--- src/hw/rtl/cmg_pkg.sv ---
package cmg_pkg;

  localparam int MAX_SEGMENTS = 256;
  localparam int CORDIC_STEPS = 16;
  localparam int SEG_W  = 9;
  localparam int FRAC_W = 16;
  localparam int QUOT_W = FRAC_W + 1;
  localparam int ZW     = 34;

  localparam logic signed [ZW-1:0] CORDIC_GAIN = ZW'(652032874);
  localparam logic [30:0] HALF_PI_Q30 = 31'd1686629713;
  localparam logic signed [15:0] ONE_Q14 = 16'sd16384;

  localparam logic [1:0] PH_SIDE    = 2'd0;
  localparam logic [1:0] PH_CAP_TRI = 2'd1;
  localparam logic [1:0] PH_CAP_VTX = 2'd2;

  localparam logic [1:0] CFG_RADIUS   = 2'd0;
  localparam logic [1:0] CFG_HEIGHT   = 2'd1;
  localparam logic [1:0] CFG_SEGMENTS = 2'd2;

  typedef struct packed {
    logic busy;
    logic done;
  } unit_status_t;

  function automatic logic signed [ZW-1:0] atan_q30(input logic [4:0] k);
    logic signed [ZW-1:0] v;
    case (k)
      5'd0:  v = ZW'(843314857);
      5'd1:  v = ZW'(497837829);
      5'd2:  v = ZW'(263043837);
      5'd3:  v = ZW'(133525159);
      5'd4:  v = ZW'(67021687);
      5'd5:  v = ZW'(33543516);
      5'd6:  v = ZW'(16775851);
      5'd7:  v = ZW'(8388437);
      5'd8:  v = ZW'(4194283);
      5'd9:  v = ZW'(2097149);
      5'd10: v = ZW'(1048576);
      5'd11: v = ZW'(524288);
      5'd12: v = ZW'(262144);
      5'd13: v = ZW'(131072);
      5'd14: v = ZW'(65536);
      5'd15: v = ZW'(32768);
      5'd16: v = ZW'(16384);
      5'd17: v = ZW'(8192);
      5'd18: v = ZW'(4096);
      5'd19: v = ZW'(2048);
      5'd20: v = ZW'(1024);
      5'd21: v = ZW'(512);
      5'd22: v = ZW'(256);
      5'd23: v = ZW'(128);
      default: v = '0;
    endcase
    return v;
  endfunction

endpackage

--- src/hw/rtl/cmg_div.sv ---
module cmg_div (
  input  logic                          clk,
  input  logic                          rst,
  input  logic                          start,
  input  logic [cmg_pkg::SEG_W-1:0]     numer,
  input  logic [cmg_pkg::SEG_W-1:0]     denom,
  output cmg_pkg::unit_status_t         status,
  output logic [cmg_pkg::QUOT_W-1:0]    quot
);
  import cmg_pkg::*;

  logic [SEG_W-1:0] rem;
  logic [SEG_W-1:0] dv;
  logic [4:0]       cnt;
  logic [SEG_W:0]   rem_sh;
  logic [SEG_W:0]   rem_sub;
  logic             take;

  // Numerator never exceeds the divisor, so the integer part is a single bit.
  assign rem_sh  = {rem, 1'b0};
  assign take    = rem_sh >= {1'b0, dv};
  assign rem_sub = rem_sh - {1'b0, dv};

  always_ff @(posedge clk) begin
    if (rst) begin
      status <= '0;
      cnt    <= '0;
    end else begin
      status.done <= status.busy && !start && (cnt == 5'(FRAC_W - 1));
      if (start) begin
        status.busy <= 1'b1;
        cnt         <= '0;
        dv          <= denom;
        quot        <= {(numer >= denom), {FRAC_W{1'b0}}};
        rem         <= (numer >= denom) ? SEG_W'(numer - denom) : numer;
      end else if (status.busy) begin
        rem                <= take ? rem_sub[SEG_W-1:0] : rem_sh[SEG_W-1:0];
        quot[FRAC_W-1:0]   <= {quot[FRAC_W-2:0], take};
        cnt                <= cnt + 5'd1;
        if (cnt == 5'(FRAC_W - 1)) begin
          status.busy <= 1'b0;
        end
      end
    end
  end

endmodule

--- src/hw/rtl/cmg_cordic.sv ---
module cmg_cordic (
  input  logic                  clk,
  input  logic                  rst,
  input  logic                  start,
  input  logic [15:0]           turn,
  output cmg_pkg::unit_status_t status,
  output logic signed [15:0]    sin_q14,
  output logic signed [15:0]    cos_q14
);
  import cmg_pkg::*;

  typedef enum logic [1:0] {C_IDLE, C_ZLOAD, C_ITER, C_ROUND} cstate_t;

  localparam logic signed [ZW-1:0] ONE_W  = ZW'(16384);
  localparam logic signed [ZW-1:0] HALF_W = ZW'(32768);

  cstate_t              state;
  logic [13:0]          ang;
  logic [1:0]           quad;
  logic signed [ZW-1:0] x, y, z;
  logic [4:0]           k;
  logic [44:0]          zprod;
  logic signed [ZW-1:0] dx, dy;
  logic signed [15:0]   s, c;

  function automatic logic signed [15:0] to_q14(input logic signed [ZW-1:0] v);
    logic signed [ZW-1:0] r;
    r = (v + HALF_W) >>> 16;
    if (r > ONE_W)       return ONE_Q14;
    else if (r < -ONE_W) return -ONE_Q14;
    else                 return r[15:0];
  endfunction

  assign zprod = ang * HALF_PI_Q30;
  assign dx    = y >>> k;
  assign dy    = x >>> k;
  assign s     = to_q14(y);
  assign c     = to_q14(x);

  always_ff @(posedge clk) begin
    if (rst) begin
      state  <= C_IDLE;
      status <= '0;
      k      <= '0;
    end else begin
      status.done <= (state == C_ROUND);
      case (state)
        C_IDLE: begin
          if (start) begin
            ang         <= turn[13:0];
            quad        <= turn[15:14];
            status.busy <= 1'b1;
            state       <= C_ZLOAD;
          end
        end
        C_ZLOAD: begin
          z     <= ZW'(zprod >> 14);
          x     <= CORDIC_GAIN;
          y     <= '0;
          k     <= '0;
          state <= C_ITER;
        end
        C_ITER: begin
          if (!z[ZW-1]) begin
            x <= x - dx;
            y <= y + dy;
            z <= z - atan_q30(k);
          end else begin
            x <= x + dx;
            y <= y - dy;
            z <= z + atan_q30(k);
          end
          k <= k + 5'd1;
          if (k == 5'(CORDIC_STEPS - 1)) state <= C_ROUND;
        end
        C_ROUND: begin
          // Fold the first-quadrant result out to the quadrant of the turn.
          case (quad)
            2'd0: begin sin_q14 <= s;  cos_q14 <= c;  end
            2'd1: begin sin_q14 <= c;  cos_q14 <= -s; end
            2'd2: begin sin_q14 <= -s; cos_q14 <= -c; end
            default: begin sin_q14 <= -c; cos_q14 <= s; end
          endcase
          status.busy <= 1'b0;
          state       <= C_IDLE;
        end
        default: state <= C_IDLE;
      endcase
    end
  end

endmodule

--- src/hw/rtl/cylinder_mesh_generator_top.sv ---
// Channel  | Handshake               | Payload
// config   | cfg_we                  | cfg_index, cfg_data
// input    | in_valid / in_ready     | restart
// output   | out_valid / out_ready   | record_kind, pos_*, norm_*, tex_*, vertex_index,
//          |                         | last_record
// An index record goes from acceptance through S_FIN into the output register once that register is free.
// A vertex record reaches it after 16 divider steps, 16 CORDIC steps, an angle load,
// a rounding step, a multiply and the hand-over and load steps between them.
// One transaction is in work at a time; in_ready is high only while the sequencer idles.
// The output register lets the next input transaction be taken while a result waits.
// Synchronous reset returns the mesh to its first record and the registers to defaults.
module cylinder_mesh_generator_top (
  input  logic               clk,
  input  logic               rst,
  input  logic               cfg_we,
  input  logic [1:0]         cfg_index,
  input  logic [9:0]         cfg_data,
  input  logic               in_valid,
  output logic               in_ready,
  input  logic               restart,
  output logic               out_valid,
  input  logic               out_ready,
  output logic               record_kind,
  output logic signed [24:0] pos_x,
  output logic [23:0]        pos_y,
  output logic signed [24:0] pos_z,
  output logic signed [15:0] norm_x,
  output logic signed [15:0] norm_y,
  output logic signed [15:0] norm_z,
  output logic [16:0]        tex_u,
  output logic [16:0]        tex_v,
  output logic [9:0]         vertex_index,
  output logic               last_record
);
  import cmg_pkg::*;

  typedef enum logic [2:0] {S_IDLE, S_DIV, S_CORDIC, S_MUL, S_FIN} seq_state_t;

  seq_state_t         state;
  logic [9:0]         cylinder_radius;
  logic [9:0]         cylinder_height;
  logic [SEG_W-1:0]   segment_count;
  logic [1:0]         mesh_phase;
  logic [SEG_W-1:0]   slice_counter;
  logic [2:0]         record_in_slice;

  logic               w_vertex;
  logic [1:0]         w_phase;
  logic [2:0]         w_rec;
  logic [9:0]         w_vidx;
  logic               w_last;
  logic signed [24:0] px_r, pz_r;

  logic [SEG_W-1:0]   t;
  logic [9:0]         m;
  logic [1:0]         n_phase;
  logic [SEG_W-1:0]   n_i;
  logic [2:0]         n_rec;
  logic [1:0]         mesh_phase_next;
  logic [SEG_W-1:0]   slice_counter_next;
  logic [2:0]         record_in_slice_next;
  logic               n_vertex;
  logic               n_last;
  logic [9:0]         n_vidx;
  logic               accept;
  logic               load_out;

  unit_status_t       div_st, cor_st;
  logic [QUOT_W-1:0]  quot;
  logic signed [15:0] sn, cs;
  logic signed [26:0] px_full, pz_full;
  logic [17:0]        cap_u, cap_v;

  assign accept   = in_valid && in_ready;
  assign in_ready = (state == S_IDLE);
  assign load_out = (state == S_FIN) && (!out_valid || out_ready);

  assign t = (segment_count < SEG_W'(3)) ? SEG_W'(3) :
             (segment_count > SEG_W'(MAX_SEGMENTS)) ? SEG_W'(MAX_SEGMENTS) : segment_count;
  assign m = {t, 1'b0} + 10'd2;

  always_comb begin
    logic [9:0] a, a2, a3, i1;
    n_phase = mesh_phase;
    n_i     = slice_counter;
    n_rec   = record_in_slice;
    if (restart || mesh_phase > PH_CAP_VTX) begin
      n_phase = PH_SIDE; n_i = '0; n_rec = '0;
    end
    if (n_phase == PH_SIDE && n_i > t) begin
      n_phase = PH_CAP_TRI; n_i = '0; n_rec = '0;
    end
    if (n_phase == PH_CAP_TRI && n_rec > 3'd2) n_rec = '0;
    if (n_phase == PH_CAP_TRI && n_i >= t - SEG_W'(2)) begin
      n_phase = PH_CAP_VTX; n_i = '0; n_rec = '0;
    end
    if (n_phase == PH_CAP_VTX && n_i >= t) begin
      n_phase = PH_SIDE; n_i = '0; n_rec = '0;
    end

    a  = {n_i, 1'b0};
    a2 = a + 10'd2;
    a3 = a + 10'd3;
    if (a2 >= m) a2 = a2 - m;
    if (a3 >= m) a3 = a3 - m;
    i1 = {1'b0, n_i} + 10'd1;

    n_vertex = (n_phase == PH_SIDE && n_rec < 3'd2) || (n_phase == PH_CAP_VTX);
    n_last   = (n_phase == PH_CAP_VTX) && (i1 >= {1'b0, t});
    n_vidx   = '0;
    mesh_phase_next      = n_phase;
    slice_counter_next   = n_i;
    record_in_slice_next = n_rec + 3'd1;

    case (n_phase)
      PH_SIDE: begin
        case (n_rec)
          3'd2:    n_vidx = a + 10'd1;
          3'd3:    n_vidx = a2;
          3'd4:    n_vidx = a;
          3'd5:    n_vidx = a3;
          3'd6:    n_vidx = a2;
          default: n_vidx = a + 10'd1;
        endcase
        if (n_rec == 3'd7) begin
          record_in_slice_next = '0;
          if (n_i >= t) begin
            mesh_phase_next = PH_CAP_TRI; slice_counter_next = '0;
          end else begin
            slice_counter_next = i1[SEG_W-1:0];
          end
        end
      end
      PH_CAP_TRI: begin
        case (n_rec)
          3'd0:    n_vidx = m;
          3'd1:    n_vidx = m + i1 + 10'd1;
          default: n_vidx = m + i1;
        endcase
        if (n_rec >= 3'd2) begin
          record_in_slice_next = '0;
          if (i1 >= {1'b0, t} - 10'd2) begin
            mesh_phase_next = PH_CAP_VTX; slice_counter_next = '0;
          end else begin
            slice_counter_next = i1[SEG_W-1:0];
          end
        end
      end
      default: begin
        record_in_slice_next = '0;
        if (n_last) begin
          mesh_phase_next = PH_SIDE; slice_counter_next = '0;
        end else begin
          slice_counter_next = i1[SEG_W-1:0];
        end
      end
    endcase
  end

  cmg_div u_div (
    .clk    (clk),
    .rst    (rst),
    .start  (accept && n_vertex),
    .numer  (n_i),
    .denom  (t),
    .status (div_st),
    .quot   (quot)
  );

  cmg_cordic u_cordic (
    .clk     (clk),
    .rst     (rst),
    .start   (div_st.done),
    .turn    (quot[FRAC_W-1:0]),
    .status  (cor_st),
    .sin_q14 (sn),
    .cos_q14 (cs)
  );

  assign px_full = $signed({1'b0, cylinder_radius}) * sn;
  assign pz_full = $signed({1'b0, cylinder_radius}) * cs;
  assign cap_u   = 18'd32768 + {sn[15], sn, 1'b0};
  assign cap_v   = 18'd32768 - {cs[15], cs, 1'b0};

  always_ff @(posedge clk) begin
    if (rst) begin
      state           <= S_IDLE;
      out_valid       <= 1'b0;
      cylinder_radius <= 10'd1;
      cylinder_height <= 10'd1;
      segment_count   <= SEG_W'(16);
      mesh_phase      <= PH_SIDE;
      slice_counter   <= '0;
      record_in_slice <= '0;
    end else begin
      if (cfg_we) begin
        case (cfg_index)
          CFG_RADIUS:   cylinder_radius <= cfg_data;
          CFG_HEIGHT:   cylinder_height <= cfg_data;
          CFG_SEGMENTS: segment_count   <= cfg_data[SEG_W-1:0];
          default: ;
        endcase
      end
      if (load_out) begin
        out_valid <= 1'b1;
      end else if (out_valid && out_ready) begin
        out_valid <= 1'b0;
      end

      case (state)
        S_IDLE: begin
          if (accept) begin
            mesh_phase      <= mesh_phase_next;
            slice_counter   <= slice_counter_next;
            record_in_slice <= record_in_slice_next;
            w_vertex        <= n_vertex;
            w_phase         <= n_phase;
            w_rec           <= n_rec;
            w_vidx          <= n_vidx;
            w_last          <= n_last;
            state           <= n_vertex ? S_DIV : S_FIN;
          end
        end
        S_DIV:    if (div_st.done) state <= S_CORDIC;
        S_CORDIC: if (cor_st.done) state <= S_MUL;
        S_MUL: begin
          px_r  <= px_full[24:0];
          pz_r  <= pz_full[24:0];
          state <= S_FIN;
        end
        S_FIN: begin
          if (load_out) begin
            last_record <= w_last;
            if (w_vertex) begin
              record_kind  <= 1'b0;
              vertex_index <= '0;
              pos_x        <= px_r;
              pos_z        <= pz_r;
              if (w_phase == PH_SIDE) begin
                pos_y  <= (w_rec == 3'd0) ? {cylinder_height, 14'd0} : 24'd0;
                norm_x <= sn;
                norm_y <= '0;
                norm_z <= cs;
                tex_u  <= 17'd65536 - quot;
                tex_v  <= (w_rec == 3'd0) ? 17'd0 : 17'd65536;
              end else begin
                pos_y  <= {cylinder_height, 14'd0};
                norm_x <= '0;
                norm_y <= ONE_Q14;
                norm_z <= '0;
                tex_u  <= cap_u[16:0];
                tex_v  <= cap_v[16:0];
              end
            end else begin
              record_kind  <= 1'b1;
              vertex_index <= w_vidx;
              pos_x        <= '0;
              pos_y        <= '0;
              pos_z        <= '0;
              norm_x       <= '0;
              norm_y       <= '0;
              norm_z       <= '0;
              tex_u        <= '0;
              tex_v        <= '0;
            end
            state <= S_IDLE;
          end
        end
        default: state <= S_IDLE;
      endcase
    end
  end

endmodule

--- config.mk ---
export PLATFORM = sky130hd
export DESIGN_NAME = cylinder_mesh_generator_top
export DESIGN_NICKNAME = d
export VERILOG_FILES = /design/src/hw/rtl/cmg_pkg.sv /design/src/hw/rtl/cmg_div.sv /design/src/hw/rtl/cmg_cordic.sv /design/src/hw/rtl/cylinder_mesh_generator_top.sv
export SDC_FILE = /design/constraint.sdc
export NUM_CORES = 2
export LEC_CHECK = 0
export BUFFER_PORTS_ARGS = -buffer_cell sky130_fd_sc_hd__buf_4
export CELL_PAD_IN_SITES_DETAIL_PLACEMENT = 0
export CELL_PAD_IN_SITES_GLOBAL_PLACEMENT = 2
export CORE_UTILIZATION = 42
export CTS_CLUSTER_DIAMETER = 50
export DETAILED_ROUTE_END_ITERATION = 6
export PLACE_DENSITY = 0.79
export REMOVE_ABC_BUFFERS = 1
export SLEW_MARGIN = 15
export SYNTH_ARGS = -nofsm -noshare
export SYNTH_HDL_FRONTEND = slang
export SYNTH_SLANG_ARGS = --single-unit
export TNS_END_PERCENT = 1
--- constraint.sdc ---
create_clock -name clk -period 14.6 [get_ports clk]
set_input_delay 2.92 -clock clk [delete_from_list [all_inputs] [get_ports clk]]
set_output_delay 2.92 -clock clk [all_outputs]
set_load 0.005 [all_outputs]
# == After elaboration in Yosys (flattened, before gate mapping) ==
# Memories as Yosys holds them, arrays and structs flattened. A register that Yosys moved wholly into a read port is not among the register bits.
# Cells that the tools add are included.
# Widths: inputs -> output; s select.
# classes
add_sub_neg,29
multipliers,3
order_cmp,19
n_eq_ne,29
n_shift,2
muxes,84
bitwise,1
reduce_logical,46
# ops
op,n
$mux 34,9
$pmux 34 s2,3
$mux 9,15
$add 34x34->34,3
$sub 34x34->34,3
$pmux 16 s3,2
$mux 16,5
$add 34x17->34 const B,2
$sshr 34x5->34,2
$mux 17,3
$mul 11x16->25,2
$mux 24,2
$mul 14x31->45 const B,1
$pmux 10 s2,2
$gt 18x16->1 const B,2
$lt 18x15->1 const B,2
$mux 3,12
$sub 17x17->17 const A,2
$neg 16->16,2
$add 10x2->10 const B,3
$ge 10x10->1,3
$pmux 10 s3,1
$ge 9x9->1,3
$mux 2,11
other kinds (47),118
# word_totals
ff_bits,482
rom_bits,1920
output_inout_bits,170
elab_cells,259
n_memories,2
# mem_list
name,words,width,read_ports,rd_ports_with_merged_regs,wr,line,rtl
(name not given),32,30,1,1,0,cmg_pkg.sv:29,case (k)
(name not given),32,30,1,1,0,cmg_pkg.sv:29,

# == Depth between registers and ports, before layout ==
# logic_depth
depth_word,19
depth_mapped,48
mapped_depth_nobuf,44

# == Modules after synthesis ==
# Synthesis repeated with hierarchy kept, for this count alone.
# hier_totals
cells_unflattened,5832
hier_area_um2,54890.1
# modules_own_cells
module,instances,cells_per_inst,area_each_um2,seq_area_each_um2
cmg_cordic,1,3102,27447.6,5285.1
cylinder_mesh_generator_top,1,2482,24800.0,7096.8
cmg_div,1,248,2642.5,1191.1

# == Least setup slack after synthesis ==
# OpenSTA, ideal clock, no wires.
# synth_timing
kind,input-to-reg
start,in rst
end,"reg last_record, enable pin"
t_arrival_ns,12.674
t_required_ns,13.795
slack_ns,1.121
stages,3
n_path_buf,2
cell_sequence,clkbuf_1 > buf_1 > nor3_1
# synth_via
elab_chain_len,2
# synth_rtl
item,line,rtl
start: declaration,cylinder_mesh_generator_top.sv:14,"input logic rst,"
$not 1->1 (no line),n/a,
$reduce_and 3->1 (no line),n/a,
end signal: assignment,cylinder_mesh_generator_top.sv:233,last_record <= w_last;
end: declaration,cylinder_mesh_generator_top.sv:33,output logic last_record
# No other way between the ends.
# A chain may end at the register's enable or synchronous reset.

# == Worst setup path after layout ==
# layout_timing
start,in restart
end,"reg w_vidx[9], data pin"
# layout_via
elab_chain_len,16
word_cells_on_any_way,49
cone_classes,add/sub (8); order compare (6); eq/ne (8); mux (18); reduce/logical (9)
# layout_rtl
item,line,rtl
start: declaration,cylinder_mesh_generator_top.sv:20,"input logic restart,"
$logic_or 1x1->1 *,cylinder_mesh_generator_top.sv:87,if (restart || mesh_phase > PH_CAP_VTX) begin
$mux 9 / $mux 2 (equally long branches),cylinder_mesh_generator_top.sv:87,
$gt 9x9->1 / $logic_not 2->1 (equally long branches),cylinder_mesh_generator_top.sv:90,if (n_phase == PH_SIDE && n_i > t) begin
$logic_and 1x1->1,cylinder_mesh_generator_top.sv:90,
$mux 9 / $mux 2 (equally long branches),cylinder_mesh_generator_top.sv:90,
$ge 9x9->1 / $eq 2x1->1 (equally long branches),"cylinder_mesh_generator_top.sv:94, cylinder_mesh_generator_top.sv:93",
$logic_and 1x1->1,cylinder_mesh_generator_top.sv:94,if (n_phase == PH_CAP_TRI && n_i >= t - SEG_W'(2)) begin
$mux 9 / $mux 2 (equally long branches),cylinder_mesh_generator_top.sv:94,
$ge 9x9->1 / $eq 2x2->1 (equally long branches),cylinder_mesh_generator_top.sv:97,if (n_phase == PH_CAP_VTX && n_i >= t) begin
$logic_and 1x1->1,cylinder_mesh_generator_top.sv:97,
$mux 9,cylinder_mesh_generator_top.sv:97,
"$add 9x1->10, or another cell as far along",cylinder_mesh_generator_top.sv:106,"i1 = {1'b0, n_i} + 10'd1;"
"$add 10x10->10, or another cell as far along","cylinder_mesh_generator_top.sv:137, cylinder_mesh_generator_top.sv:138",
"$add 10x1->10, or another cell as far along",cylinder_mesh_generator_top.sv:137,3'd1: n_vidx = m + i1 + 10'd1;
$pmux 10 s2 / $pmux 10 s3 (equally long branches),"cylinder_mesh_generator_top.sv:135, cylinder_mesh_generator_top.sv:117",
$pmux 10 s2 *,cylinder_mesh_generator_top.sv:115,case (n_phase)
net n_vidx[9],cylinder_mesh_generator_top.sv:64,logic [9:0] n_vidx;
end signal: assignment,cylinder_mesh_generator_top.sv:219,w_vidx <= n_vidx;
end: declaration,cylinder_mesh_generator_top.sv:50,logic [9:0] w_vidx;
# The timed path passes the listed nets; every way through them passes the cells marked *.

==> impl_metrics.json <==
{
  "outcome": "finished clean",
  "upper_clock_frequency_limit_ghz": 0.0806,
  "fillers": 12236,
  "finalWeightedCongestion": 0.913,
  "post_route_cells_drive_above_1_share_pct": 9.55,
  "grt_start_max_net_pins": 139,
  "netlist-cell-type-count": 97,
  "cts_sinks": 482,
  "hold_viol": 0,
  "clock_path_buffers": 3,
  "hpwlAfterDp_um": 124000,
  "antenna_left": 0,
  "met3_length_um": 7760,
  "syn_inst": 5808,
  "final_cell_mix": "sky130_fd_sc_hd__inv_1, sky130_fd_sc_hd__nand2_1, sky130_fd_sc_hd__ha_1",
  "timing.setup.tns_ns": 0,
  "floorplan.die.height_um": 361,
  "p_leak_nw": 25.1,
  "critPathKind": "input port to flip-flop",
  "die_width_um": 361,
  "detailed_route_drc_error_count": 0,
  "avgRoutedWirePerCell_um": 21.6,
  "fin_crit_sh_pct": 84.9,
  "report.final.setup_viol": 0,
  "gr_ovfl_total": 0,
  "cts_root_buffer": "sky130_fd_sc_hd__clkbuf_16",
  "met2WireLength_um": 76900,
  "drt_first_pass_iters": 5,
  "vias": 42875,
  "final_max_slew_viol_count": 0,
  "maxUsedRoutingLayer": "met5",
  "timing.max_slew.rel_slack_pct": 23.3,
  "yosysSeqAreaShare_pct": 25.0,
  "die_area_um2": 130000,
  "boundaryPins": 188,
  "design.final.nets": 6755,
  "cts.clk_slew.worst_paths_ns": 0.06,
  "power_density_nw_per_um2": 83.5,
  "drt_first_iter_violations": 3179,
  "startpoint_type": "input port",
  "critical_path_maximum_fanout": 12,
  "dpl-instance-area_um2": 56900,
  "met1_length_um": 74300,
  "grt_pass1_vias": 43936,
  "first_pass_grt_wire_length_um": 257000,
  "area_growth_pct": 10.3,
  "syn_area_per_cell_um2": 9.32,
  "wl_um": 163000,
  "floorplan.initialDensity_pct": 42.4,
  "core_um2": 128000,
  "cts_hold_repair.buffers": 0,
  "drv_cap": 0,
  "max_slew.worst_pin.slew_ns": 1.14,
  "worst-endpoint-required_ns": 14.98,
  "worstSkewPairLatency_ns": 0.70,
  "syn-cell-area_um2": 54100,
  "ctsHtreeMaxLevel": 3,
  "num_rows": 131,
  "finished_layout_cell_area_um2": 59700,
  "cts_tree": "done",
  "postLayoutCoreUtil_pct": 46.8,
  "critPathCaptureType": "flip-flop",
  "synth_async_sr_flop_share_pct": 0,
  "via_per_inst": 5.66,
  "grt_use_total_pct": 25.2,
  "placement.io_buffers": 157,
  "antenna_violations_before_repair": 6,
  "rsz_0062_raised_after_global_routing": "false",
  "synth-edff-count": 390,
  "worst_ep_arrival_time_ns": 12.79,
  "ys_seq_elements": 482,
  "worst_ir_drop_vdd_mv": 0.0943,
  "dominantRegCellSynth": "sky130_fd_sc_hd__edfxtp_1",
  "cts_post_setup_buffers_inserted": 0,
  "cts_repair_resize_count": 0,
  "class_of_the_most_critical_hold_timing_path": "flip-flop to flip-flop",
  "cpPeakStageDelay_ns": 0.52,
  "tritoncts.num_buffers": 82,
  "final.setup_skew_ns": 0.0358,
  "layout.cells.most_common": "sky130_fd_sc_hd__inv_1",
  "timing.final.crit_period_ns": 12.40,
  "critical_path.slowest_cell": "sky130_fd_sc_hd__nor2_1",
  "yosys_warnings": 0
}
## sequential cells by signal (all words and copies together) (netlist names), 14 cells and up, named ones only
signal and cells:
pz_r 25, u_cordic.ang 14, u_cordic.sin_q14 16, pos_x 25
u_cordic.y 34, u_cordic.cos_q14 16, u_div.quot 17, u_cordic.z 34
tex_v 16, tex_u 17, pos_z 25, u_cordic.x 34
px_r 25, norm_x 16, norm_z 16
## report_power, final
part	total, W	switching, W	internal [W]
Clock	0.00201	0.000775	0.00124
Combinational	0.00133	0.000784	0.000544
Sequential	0.00164	0.0000785	0.00156
Total	0.00499	0.00164	0.00335
## layout make-up
class	count	area (um2)	share of cell area, %
Clock inverter	58	732	1.23
Clock buffer	94	2110	3.53
Antenna cell	1	2.50	0.00419
Tap cell	1662	2080	3.48
Sequential cell	482	13600	22.7
Inverter	598	2240	3.76
Multi-Input combinational cell	4444	37100	62.2
Timing Repair Buffer	241	1820	3.05
## layer usage
metal | vias up | track usage (%)
met4 | 2 | 7.80
li1 | 20256 | -
met3 | 241 | 2.97
met2 | 1128 | 41.7
met5 | - | 0
met1 | 21248 | 34.3
## critical path: cells and delay by family
kind,cells,cell delay (ns)
and+or+nand+nor,13,2.88
muxes,1,0.34
buffers and inverters,4,0.57
adders and majority gates,5,1.47
AOI/OAI and AO/OA,18,4.60
## kinds of logic after synthesis
group                      synth area share, %
AOI/OAI and AO/OA                         13.1
DFF                                       25.0
xor gates and xnor gates                  5.87
adders and majority gates                 26.1
and+or+nand+nor                           16.8
buffers and inverters                     6.66
other                                   0.0139
muxes                                     6.40
## per-stage QoR
| step | hold slack [ns] | power, W | worst slack, ns | instances |
|---|---|---|---|---|
| after floorplan | 0.400 | 0.00264 | 1.36 | 5524 |
| after global placement | 0.454 | 0.00299 | 1.52 | 7427 |
| after detailed placement | 0.466 | 0.00299 | 1.53 | 7427 |
| after CTS | 0.481 | 0.00504 | 2.26 | 7579 |
| after global routing | 0.510 | 0.00527 | 1.29 | 7579 |
| final | 0.472 | 0.00499 | 2.20 | 7580 |
## synthesized netlist by cell type, types with 110 or more instances
master / instances / share of area, %
sky130_fd_sc_hd__o21ai_0: 218 / 2.0
sky130_fd_sc_hd__nor3_1: 110 / 1.0
sky130_fd_sc_hd__inv_1: 592 / 4.1
sky130_fd_sc_hd__fa_1: 405 / 15
sky130_fd_sc_hd__edfxtp_1: 390 / 22
sky130_fd_sc_hd__clkbuf_1: 227 / 1.6
sky130_fd_sc_hd__a21oi_1: 323 / 3.0
sky130_fd_sc_hd__ha_1: 483 / 11
sky130_fd_sc_hd__nor2_1: 391 / 2.7
sky130_fd_sc_hd__nand2_1: 517 / 3.6
sky130_fd_sc_hd__xor2_1: 149 / 2.4
sky130_fd_sc_hd__and2_1: 320 / 3.7
sky130_fd_sc_hd__xnor2_1: 214 / 3.5
## final timing paths
path,startpoint,to,slack [ns],cells after the start
worst max-delay path,restart,w_vidx[9],2.20,41
worst min-delay path,cylinder_height[0],cylinder_height[0],0.47,2
worst max register to register,segment_count[4],w_vidx[9],3.75,42
worst min register to register,cylinder_height[0],cylinder_height[0],0.47,2
Power figures use the tool's default switching activity.
